**config.mk**
```make
export PLATFORM = sky130hd
export DESIGN_NAME = csv_cell_tokenizer
export DESIGN_NICKNAME = d
export VERILOG_FILES = /design/src/hw/rtl/ctok_pkg.sv /design/src/hw/rtl/ctok_core.sv /design/src/hw/rtl/ctok_rq.sv /design/src/hw/rtl/csv_cell_tokenizer.sv
export VERILOG_INCLUDE_DIRS = /design/src /design/src/hw/rtl
export SDC_FILE = /design/constraint.sdc
export NUM_CORES = 1
export LEC_CHECK = 0
export BUFFER_PORTS_ARGS = -buffer_cell sky130_fd_sc_hd__buf_2
export CORE_MARGIN = 2
export CORE_UTILIZATION = 57
export CTS_BUF_LIST = sky130_fd_sc_hd__clkbuf_2 sky130_fd_sc_hd__clkbuf_4 sky130_fd_sc_hd__clkbuf_8
export DETAILED_ROUTE_END_ITERATION = 7
export PLACE_DENSITY = 0.78
export SLEW_MARGIN = 20
export SYNTH_ARGS = -nofsm -noshare
export SYNTH_HDL_FRONTEND = slang
export SYNTH_SLANG_ARGS = --single-unit
export TNS_END_PERCENT = 1
```
**constraint.sdc**
```tcl
create_clock -name clk_i -period 3 [get_ports clk_i]
set_clock_uncertainty 0.1 [all_clocks]
set_input_delay 0.3 -clock clk_i [delete_from_list [all_inputs] [get_ports clk_i]]
set_output_delay 0.3 -clock clk_i [all_outputs]
set_load 0.005 [all_outputs]
```
**src/hw/rtl/csv_cell_tokenizer_macros.svh**
```systemverilog
// ----------------------------------------------------------------------------
// csv_cell_tokenizer_macros.svh
// Assertion macros shared by the CSV cell tokenizer RTL.
// ----------------------------------------------------------------------------
`ifndef CSV_CELL_TOKENIZER_MACROS_SVH
`define CSV_CELL_TOKENIZER_MACROS_SVH

`ifndef ASSERT_OFF

// The property must hold at every clock edge outside reset.
`define CTOK_ASSERT(lbl, clk, rst_n, prop, msg) \
  lbl: assert property (@(posedge clk) disable iff (!rst_n) (prop)) else $error(msg);

// The condition must never be true at a clock edge outside reset.
`define CTOK_ASSERT_NEVER(lbl, clk, rst_n, cond, msg) \
  lbl: assert property (@(posedge clk) disable iff (!rst_n) !(cond)) else $error(msg);

`else

`define CTOK_ASSERT(lbl, clk, rst_n, prop, msg)
`define CTOK_ASSERT_NEVER(lbl, clk, rst_n, cond, msg)

`endif

`endif

```
**src/hw/rtl/ctok_pkg.sv**
```systemverilog
// ----------------------------------------------------------------------------
// ctok_pkg
// Types, constants and helpers shared by the CSV cell tokenizer modules.
// ----------------------------------------------------------------------------
package ctok_pkg;

  localparam int OFFSET_BITS = 32;
  localparam int OUT_W       = 32;

  localparam logic [7:0] CHAR_QUOTE = 8'h22;
  localparam logic [7:0] CHAR_LF    = 8'h0A;
  localparam logic [7:0] CHAR_CR    = 8'h0D;
  localparam logic [7:0] SEP_RESET  = 8'd44;

  localparam int RQ_DEPTH = 4;
  localparam int RQ_PTR_W = $clog2(RQ_DEPTH);
  localparam int RQ_CNT_W = $clog2(RQ_DEPTH + 1);

  typedef enum logic [5:0] {
    MODE_START = 6'b000001,
    MODE_NLRUN = 6'b000010,
    MODE_PLAIN = 6'b000100,
    MODE_QSEEN = 6'b001000,
    MODE_INQ   = 6'b010000,
    MODE_HALT  = 6'b100000
  } mode_e;

  typedef enum logic [1:0] {
    KIND_CELL = 2'd0,
    KIND_REC  = 2'd1,
    KIND_BAD  = 2'd2,
    KIND_OPEN = 2'd3
  } kind_e;

  typedef struct packed {
    kind_e            kind;
    logic [OUT_W-1:0] offset;
    logic [OUT_W-1:0] length;
    logic             last;
  } result_t;

  // Results produced by one step: cnt is 0, 1 or 2.
  typedef struct packed {
    logic [1:0] cnt;
    result_t    r0;
    result_t    r1;
  } push_t;

  function automatic logic [OUT_W-1:0] to_out(input logic [OFFSET_BITS-1:0] v);
    logic [OFFSET_BITS+OUT_W-1:0] ext;
    ext = {{OUT_W{1'b0}}, v};
    return ext[OUT_W-1:0];
  endfunction

  function automatic result_t make_res(input kind_e k,
                                       input logic [OFFSET_BITS-1:0] off,
                                       input logic [OFFSET_BITS-1:0] len);
    result_t r;
    r.kind   = k;
    r.offset = to_out(off);
    r.length = to_out(len);
    r.last   = 1'b0;
    return r;
  endfunction

endpackage

```
**src/hw/rtl/ctok_core.sv**
```systemverilog
// ----------------------------------------------------------------------------
// ctok_core
// Scan state and the per-byte step logic of the CSV cell tokenizer.
// ----------------------------------------------------------------------------
module ctok_core (
  input  logic                clk_i,
  input  logic                rst_ni,
  input  logic                step_i,
  input  logic [7:0]          data_byte_i,
  input  logic                flush_i,
  input  logic [7:0]          separator_i,
  output ctok_pkg::push_t     push_o
);

  ctok_pkg::mode_e                    mode_q, mode_d;
  logic [ctok_pkg::OFFSET_BITS-1:0]   pos_q, pos_d;
  logic [ctok_pkg::OFFSET_BITS-1:0]   begin_q, begin_d;
  logic                               aftsep_q, aftsep_d;

  logic                               is_q, is_nl, is_sep, start_path;
  logic [ctok_pkg::OFFSET_BITS-1:0]   run_len;
  ctok_pkg::push_t                    push;

  localparam logic [ctok_pkg::OFFSET_BITS-1:0] ZERO = '0;

  assign is_q    = (data_byte_i == ctok_pkg::CHAR_QUOTE);
  assign is_nl   = (data_byte_i == ctok_pkg::CHAR_LF) || (data_byte_i == ctok_pkg::CHAR_CR);
  assign is_sep  = (data_byte_i == separator_i);
  assign run_len = pos_q - begin_q;

  // A non-newline byte in a newline run behaves like a byte at a cell start.
  assign start_path = (mode_q == ctok_pkg::MODE_START) ||
                      ((mode_q == ctok_pkg::MODE_NLRUN) && !is_nl);

  always_comb begin
    mode_d   = mode_q;
    pos_d    = pos_q;
    begin_d  = begin_q;
    aftsep_d = aftsep_q;
    push     = '0;

    if (step_i && flush_i) begin
      case (mode_q)
        ctok_pkg::MODE_START: begin
          if (aftsep_q) begin
            push.r0  = ctok_pkg::make_res(ctok_pkg::KIND_CELL, pos_q, ZERO);
            push.r1  = ctok_pkg::make_res(ctok_pkg::KIND_REC, ZERO, ZERO);
            push.cnt = 2'd2;
          end
          aftsep_d = 1'b0;
        end
        ctok_pkg::MODE_NLRUN: begin
          mode_d   = ctok_pkg::MODE_START;
          aftsep_d = 1'b0;
        end
        ctok_pkg::MODE_PLAIN, ctok_pkg::MODE_QSEEN: begin
          push.r0  = ctok_pkg::make_res(ctok_pkg::KIND_CELL, begin_q, run_len);
          push.r1  = ctok_pkg::make_res(ctok_pkg::KIND_REC, ZERO, ZERO);
          push.cnt = 2'd2;
          mode_d   = ctok_pkg::MODE_START;
          aftsep_d = 1'b0;
        end
        ctok_pkg::MODE_INQ: begin
          push.r0  = ctok_pkg::make_res(ctok_pkg::KIND_OPEN, begin_q, ZERO);
          push.cnt = 2'd1;
          mode_d   = ctok_pkg::MODE_START;
          aftsep_d = 1'b0;
        end
        default: begin
        end
      endcase
    end else if (step_i) begin
      // Offsets stop advancing once the scanner has halted.
      if (mode_q != ctok_pkg::MODE_HALT) begin
        pos_d = pos_q + 1'b1;
      end
      if (start_path) begin
        if (is_q) begin
          begin_d  = pos_q;
          aftsep_d = 1'b0;
          mode_d   = ctok_pkg::MODE_INQ;
        end else if (is_sep) begin
          push.r0  = ctok_pkg::make_res(ctok_pkg::KIND_CELL, pos_q, ZERO);
          push.cnt = 2'd1;
          aftsep_d = 1'b1;
          mode_d   = ctok_pkg::MODE_START;
        end else if (is_nl) begin
          push.r0  = ctok_pkg::make_res(ctok_pkg::KIND_CELL, pos_q, ZERO);
          push.r1  = ctok_pkg::make_res(ctok_pkg::KIND_REC, ZERO, ZERO);
          push.cnt = 2'd2;
          aftsep_d = 1'b0;
          mode_d   = ctok_pkg::MODE_NLRUN;
        end else begin
          begin_d  = pos_q;
          aftsep_d = 1'b0;
          mode_d   = ctok_pkg::MODE_PLAIN;
        end
      end else begin
        case (mode_q)
          ctok_pkg::MODE_PLAIN: begin
            if (is_nl) begin
              push.r0  = ctok_pkg::make_res(ctok_pkg::KIND_CELL, begin_q, run_len);
              push.r1  = ctok_pkg::make_res(ctok_pkg::KIND_REC, ZERO, ZERO);
              push.cnt = 2'd2;
              mode_d   = ctok_pkg::MODE_NLRUN;
            end else if (is_sep) begin
              push.r0  = ctok_pkg::make_res(ctok_pkg::KIND_CELL, begin_q, run_len);
              push.cnt = 2'd1;
              aftsep_d = 1'b1;
              mode_d   = ctok_pkg::MODE_START;
            end
          end
          ctok_pkg::MODE_INQ: begin
            if (is_q) begin
              mode_d = ctok_pkg::MODE_QSEEN;
            end
          end
          ctok_pkg::MODE_QSEEN: begin
            if (is_q) begin
              mode_d = ctok_pkg::MODE_INQ;
            end else if (is_nl) begin
              push.r0  = ctok_pkg::make_res(ctok_pkg::KIND_CELL, begin_q, run_len);
              push.r1  = ctok_pkg::make_res(ctok_pkg::KIND_REC, ZERO, ZERO);
              push.cnt = 2'd2;
              aftsep_d = 1'b0;
              mode_d   = ctok_pkg::MODE_NLRUN;
            end else if (is_sep) begin
              push.r0  = ctok_pkg::make_res(ctok_pkg::KIND_CELL, begin_q, run_len);
              push.cnt = 2'd1;
              aftsep_d = 1'b1;
              mode_d   = ctok_pkg::MODE_START;
            end else begin
              push.r0  = ctok_pkg::make_res(ctok_pkg::KIND_BAD, pos_q, ZERO);
              push.cnt = 2'd1;
              mode_d   = ctok_pkg::MODE_HALT;
            end
          end
          default: begin
          end
        endcase
      end
    end

    if (push.cnt == 2'd1) begin
      push.r0.last = 1'b1;
    end
    if (push.cnt == 2'd2) begin
      push.r1.last = 1'b1;
    end
  end

  assign push_o = push;

  always_ff @(posedge clk_i or negedge rst_ni) begin
    if (!rst_ni) begin
      mode_q   <= ctok_pkg::MODE_START;
      pos_q    <= '0;
      begin_q  <= '0;
      aftsep_q <= 1'b0;
    end else begin
      mode_q   <= mode_d;
      pos_q    <= pos_d;
      begin_q  <= begin_d;
      aftsep_q <= aftsep_d;
    end
  end

endmodule

```
**src/hw/rtl/ctok_rq.sv**
```systemverilog
// ----------------------------------------------------------------------------
// ctok_rq
// Result queue: takes up to two results per cycle, hands out one per cycle while the reader is ready.
// ----------------------------------------------------------------------------
module ctok_rq (
  input  logic                clk_i,
  input  logic                rst_ni,
  input  ctok_pkg::push_t     push_i,
  output logic                room_o,
  output logic                valid_o,
  input  logic                ready_i,
  output ctok_pkg::result_t   head_o
);

  ctok_pkg::result_t                  mem_q [ctok_pkg::RQ_DEPTH];
  logic [ctok_pkg::RQ_PTR_W-1:0]      wr_ptr_q, wr_ptr_d;
  logic [ctok_pkg::RQ_PTR_W-1:0]      rd_ptr_q, rd_ptr_d;
  logic [ctok_pkg::RQ_CNT_W-1:0]      cnt_q, cnt_d;
  logic [ctok_pkg::RQ_PTR_W-1:0]      wr_ptr_nx;
  logic                               pop;

  localparam logic [ctok_pkg::RQ_CNT_W-1:0] ROOM_MAX =
    ctok_pkg::RQ_CNT_W'(ctok_pkg::RQ_DEPTH - 2);

  assign valid_o   = (cnt_q != '0);
  assign head_o    = mem_q[rd_ptr_q];
  assign pop       = valid_o && ready_i;
  // Room for a full two-result step, without counting on a pop this cycle.
  assign room_o    = (cnt_q <= ROOM_MAX);
  assign wr_ptr_nx = wr_ptr_q + 1'b1;

  always_comb begin
    wr_ptr_d = wr_ptr_q + ctok_pkg::RQ_PTR_W'(push_i.cnt);
    rd_ptr_d = pop ? rd_ptr_q + 1'b1 : rd_ptr_q;
    cnt_d    = cnt_q + ctok_pkg::RQ_CNT_W'(push_i.cnt) - ctok_pkg::RQ_CNT_W'(pop);
  end

  always_ff @(posedge clk_i) begin
    if (push_i.cnt != 2'd0) begin
      mem_q[wr_ptr_q] <= push_i.r0;
    end
    if (push_i.cnt == 2'd2) begin
      mem_q[wr_ptr_nx] <= push_i.r1;
    end
  end

  always_ff @(posedge clk_i or negedge rst_ni) begin
    if (!rst_ni) begin
      wr_ptr_q <= '0;
      rd_ptr_q <= '0;
      cnt_q    <= '0;
    end else begin
      wr_ptr_q <= wr_ptr_d;
      rd_ptr_q <= rd_ptr_d;
      cnt_q    <= cnt_d;
    end
  end

endmodule

```
**src/hw/rtl/csv_cell_tokenizer.sv**
```systemverilog
// ----------------------------------------------------------------------------
// csv_cell_tokenizer
// Splits a CSV byte stream into cell descriptors (offset, length) and record
// ends, with a configurable separator.
// ----------------------------------------------------------------------------
// The block takes one byte (or a flush) per cycle, unless a full result queue
// stalls it, into an input register and scans it once the queue has room for a
// full step. Each item yields zero, one or two results; the four-entry result
// queue hands out one result per cycle while the output is ready, so the
// sustained rate is one item per cycle as long as items average at most one
// result, and otherwise is set by the queue draining one result per cycle.
// The separator register may be written only while no item is in flight.
`include "csv_cell_tokenizer_macros.svh"

module csv_cell_tokenizer (
  input  logic        clk_i,
  input  logic        rst_ni,
  input  logic        sep_we_i,
  input  logic [7:0]  separator_i,
  input  logic        in_valid_i,
  output logic        in_ready_o,
  input  logic [7:0]  data_byte_i,
  input  logic        flush_i,
  output logic        out_valid_o,
  input  logic        out_ready_i,
  output logic [1:0]  kind_o,
  output logic [31:0] cell_offset_o,
  output logic [31:0] cell_length_o,
  output logic        last_of_run_o
);

  logic [7:0]         sep_q;
  logic               s1_valid_q, s1_valid_d;
  logic [7:0]         s1_byte_q;
  logic               s1_flush_q;
  logic               advance, room, take;
  ctok_pkg::push_t    push;
  ctok_pkg::result_t  head;

  assign advance    = s1_valid_q && room;
  assign in_ready_o = !s1_valid_q || advance;
  assign take       = in_valid_i && in_ready_o;
  assign s1_valid_d = take || (s1_valid_q && !advance);

  always_ff @(posedge clk_i or negedge rst_ni) begin
    if (!rst_ni) begin
      sep_q      <= ctok_pkg::SEP_RESET;
      s1_valid_q <= 1'b0;
    end else begin
      if (sep_we_i) begin
        sep_q <= separator_i;
      end
      s1_valid_q <= s1_valid_d;
    end
  end

  always_ff @(posedge clk_i) begin
    if (take) begin
      s1_byte_q  <= data_byte_i;
      s1_flush_q <= flush_i;
    end
  end

  ctok_core u_core (
    .clk_i       (clk_i),
    .rst_ni      (rst_ni),
    .step_i      (advance),
    .data_byte_i (s1_byte_q),
    .flush_i     (s1_flush_q),
    .separator_i (sep_q),
    .push_o      (push)
  );

  ctok_rq u_rq (
    .clk_i   (clk_i),
    .rst_ni  (rst_ni),
    .push_i  (push),
    .room_o  (room),
    .valid_o (out_valid_o),
    .ready_i (out_ready_i),
    .head_o  (head)
  );

  assign kind_o        = head.kind;
  assign cell_offset_o = head.offset;
  assign cell_length_o = head.length;
  assign last_of_run_o = head.last;

  `CTOK_ASSERT_NEVER(a_push_without_step, clk_i, rst_ni, !advance && (push.cnt != 2'd0),
    "results produced without a scanned item")
  `CTOK_ASSERT(a_first_of_two_is_cell, clk_i, rst_ni,
    (out_valid_o && !last_of_run_o) |-> (kind_o == ctok_pkg::KIND_CELL),
    "non-final result is not a cell")
  `CTOK_ASSERT(a_len_zero_non_cell, clk_i, rst_ni,
    (out_valid_o && (kind_o != ctok_pkg::KIND_CELL)) |-> (cell_length_o == '0),
    "non-cell result has a length")
  `CTOK_ASSERT(a_rec_end_fields, clk_i, rst_ni,
    (out_valid_o && (kind_o == ctok_pkg::KIND_REC)) |-> ((cell_offset_o == '0) && last_of_run_o),
    "record end malformed")

endmodule

```
==> impl_metrics.toml <==
[cells_and_area]
utilization_pct = 70.4
area_delta_synth_final_pct = 21.2
antenna_cells = 0
design_area_um2 = 20900
layout-drive-gt1-share_pct = 24.0
nNetsFinal = 2085
final_cell_mix = "379 x nand2_1, 260 x dfxtp_1, 147 x o21ai_0"
final_common_cell = "nand2_1"

[global_route]
grt_pass1_wl_um = 76300
antenna_found_initial = 0
grtUsageMet2_pct = 51.5
grt_overflow = 0
met1_usage_pct = 37.9
top_usage_layer = "met2"
first_global_vias = 14823
grt_max_degree = 55
track_usage_pct = 30.3
grtUsageMet3_pct = 6.29

[synthesis]
synth_edf_count = 17
yosys.cell_types.count = 72
synth_area_um2 = 17300
synth_top_cells_by_area = "dfxtp_1 30%, dfrtp_1 12%, mux4_2 8.7%"
yosys.area.top_type = "dfxtp_1"
ys_ff_latch = 364
synth_fp_nets = 1894
synth-main-ff-cell = "dfxtp_1"
yosys.area.top_type_share_pct = 30.2
yosys_warnings = 0
syn_area_per_cell_um2 = 9.41
ys_seq_area_share_pct = 45.8
synth_cells = 1833
postSynth.asyncResetShare_pct = 23.9

[die]
io_pins = 91
core_area_um2 = 29700
fp.dieW_um = 178
floorplan.die.height_um = 178
initial_core_util_pct = 58.1
fp.dieArea_um2 = 31700
row_count = 63

[worst_hold_path]
hp-class = "in2async"

[critical_path]
rrSetupSlack_ns = 0.04
crit_start = "u_core.mode_q[5]"
worstPathArrival_ns = 3.38
end_kind = "flop"
crit_type = "reg2reg"
crit_fanout = 5
r2r-start = "u_core.mode_q[5]"
worstPathRequired_ns = 3.41
cp-start-kind = "flop"
reg2reg_depth = 9

[cts]
h-tree-depth = 2
clkTransAtPathRegs_ns = 0.07
clockBufferDepth = 3
cts_root_buffer = "clkbuf_8"
cts_buffers = 58
cts_tree = "built"
clk-insertion-delay-late_ns = 0.63
cts_sinks = 364

[timing]
finalWorstSetupSlack_ns = 0.0353
worst_slew_pin_slew_ns = 0.709
holdWs_ns = 0.161
timing.fmax_ghz = 0.337
layout_min_cycle_time_ns = 2.96
slew_headroom_pct = 52.7
hold_viol_final = 0
finalCritPeriodShare_pct = 98.8
slew_violations = 0
setup_violations = 0
fin_tns_setup_ns = 0
rsz0062_at_grt = "yes"

[routing]
viasPerCell = 6.03
firstDrtPassIters = 5
ant_nets = 0
avgRoutedWirePerCell_um = 19.7
drc = 0
vias = 14854
wl_um = 48600
drt_iter0_markers = 1520

[placed_design]
port_buffers = 90
place_ws_ns = -0.219
placed_cell_area_um2 = 18800
place_hpwl_um = 31300
gp_congestion = 0.931

[power_and_ir_drop]
vdd_drop_max_uv = 504
power.density_nw_per_um2 = 799
p_leak_nw = 8.25

[status]
run_status = "finished clean"

[flow_run]
drv_cap = 0
## kinds of logic after synthesis
logic type                 count (synthesis)  share of synthesized area, %
and+or+nand+nor                          553                          14.2
buffers and inverters                    169                          4.61
xor gates and xnor gates                  72                          3.66
AOI/OAI and AO/OA                        554                          19.1
adders and majority gates                 39                          2.92
DFF                                      364                          45.8
muxes                                     82                          9.70
## cell type report
cell class              count  area (um^2)
clock buffers              92         1170
inverters                  48          180
clock inverters            16          273
multi-input cells        1301         8910
well taps                 390          488
repair buffers            251         1980
flip-flops and latches    364         7910
fillers                  2121         8810
## state kept, by name, indices dropped and copies added, names as in the netlist
signal,flops
s1_valid_q,1
u_core.begin_q,32
s1_flush_q,1
u_core.pos_q,32
u_rq.mem_q,268
s1_byte_q,8
u_rq.wr_ptr_q,2
u_core.aftsep_q,1
u_rq.rd_ptr_q,2
u_core.mode_q,6
u_rq.cnt_q,3
sep_q,8
## cells in the mapped netlist, types with 7 or more instances
cell,instances
buf_6,15
inv_1,48
clkbuf_1,68
and3_1,8
dfxtp_1,260
nor2_1,47
and2_1,16
o21bai_1,16
nor2b_1,7
nand4_1,16
nand3_1,21
buf_1,7
a21o_1,26
xor2_1,23
ha_1,37
dfrtp_1,83
or3_1,8
nand2_1,381
edfxtp_1,17
a211oi_1,8
mux2_2,11
nand2b_1,11
xnor2_1,49
a21oi_1,109
o2bb2ai_1,65
mux4_2,67
o21ai_0,156
buf_2,27
a31oi_1,8
o21ai_1,125
## critical path: stages (launching register included)
cell,delay [ns]
dfrtp_1,0.42
or4_4,0.59
nor3b_4,0.24
buf_6,0.15
o2111ai_1,0.11
o211a_1,0.22
ha_1,0.33
fa_2,0.41
xor2_2,0.16
xnor2_1,0.12
## worst paths after layout
check / endpoint
max: u_rq.cnt_q[2]
min: u_core.pos_q[22]
max reg2reg: u_rq.cnt_q[2]
min reg2reg: u_rq.mem_q[3][14]
max in group asynchronous: u_core.pos_q[9]
min in group clk_i: s1_byte_q[7]
## report_power, final
part           total [mW]  internal [mW]  switching, mW
combinational        6.06           2.65           3.41
sequential           5.52           5.23          0.293
clock                5.11           3.10           2.01
total                16.7           11.0           5.72
## routing by layer
layer | vias to the layer above | part of all wire, %
li1 | 6883 | -
met1 | 7251 | 40
met2 | 618 | 49
met3 | 102 | 8.0
met4 | 0 | 3.2
met5 | - | 0
## repair_timing
item,4_1_cts,5_1_grt
hold buffers,28,0
endpoints found under the hold margin,63,0
setup endpoints to repair,16,206
gates cloned,0,2
setup buffers,0,5
gates resized for setup,5,61
pin swaps,1,16
## through the flow
stage | total power, mW | cells
after floorplan | 8.93 | 1833
after global placement | 11.1 | 2319
after detailed placement | 11.2 | 2319
after CTS | 16.3 | 2455
after global routing | 17.4 | 2462
final | 16.7 | 2462
(Power assumes the default switching activity.)
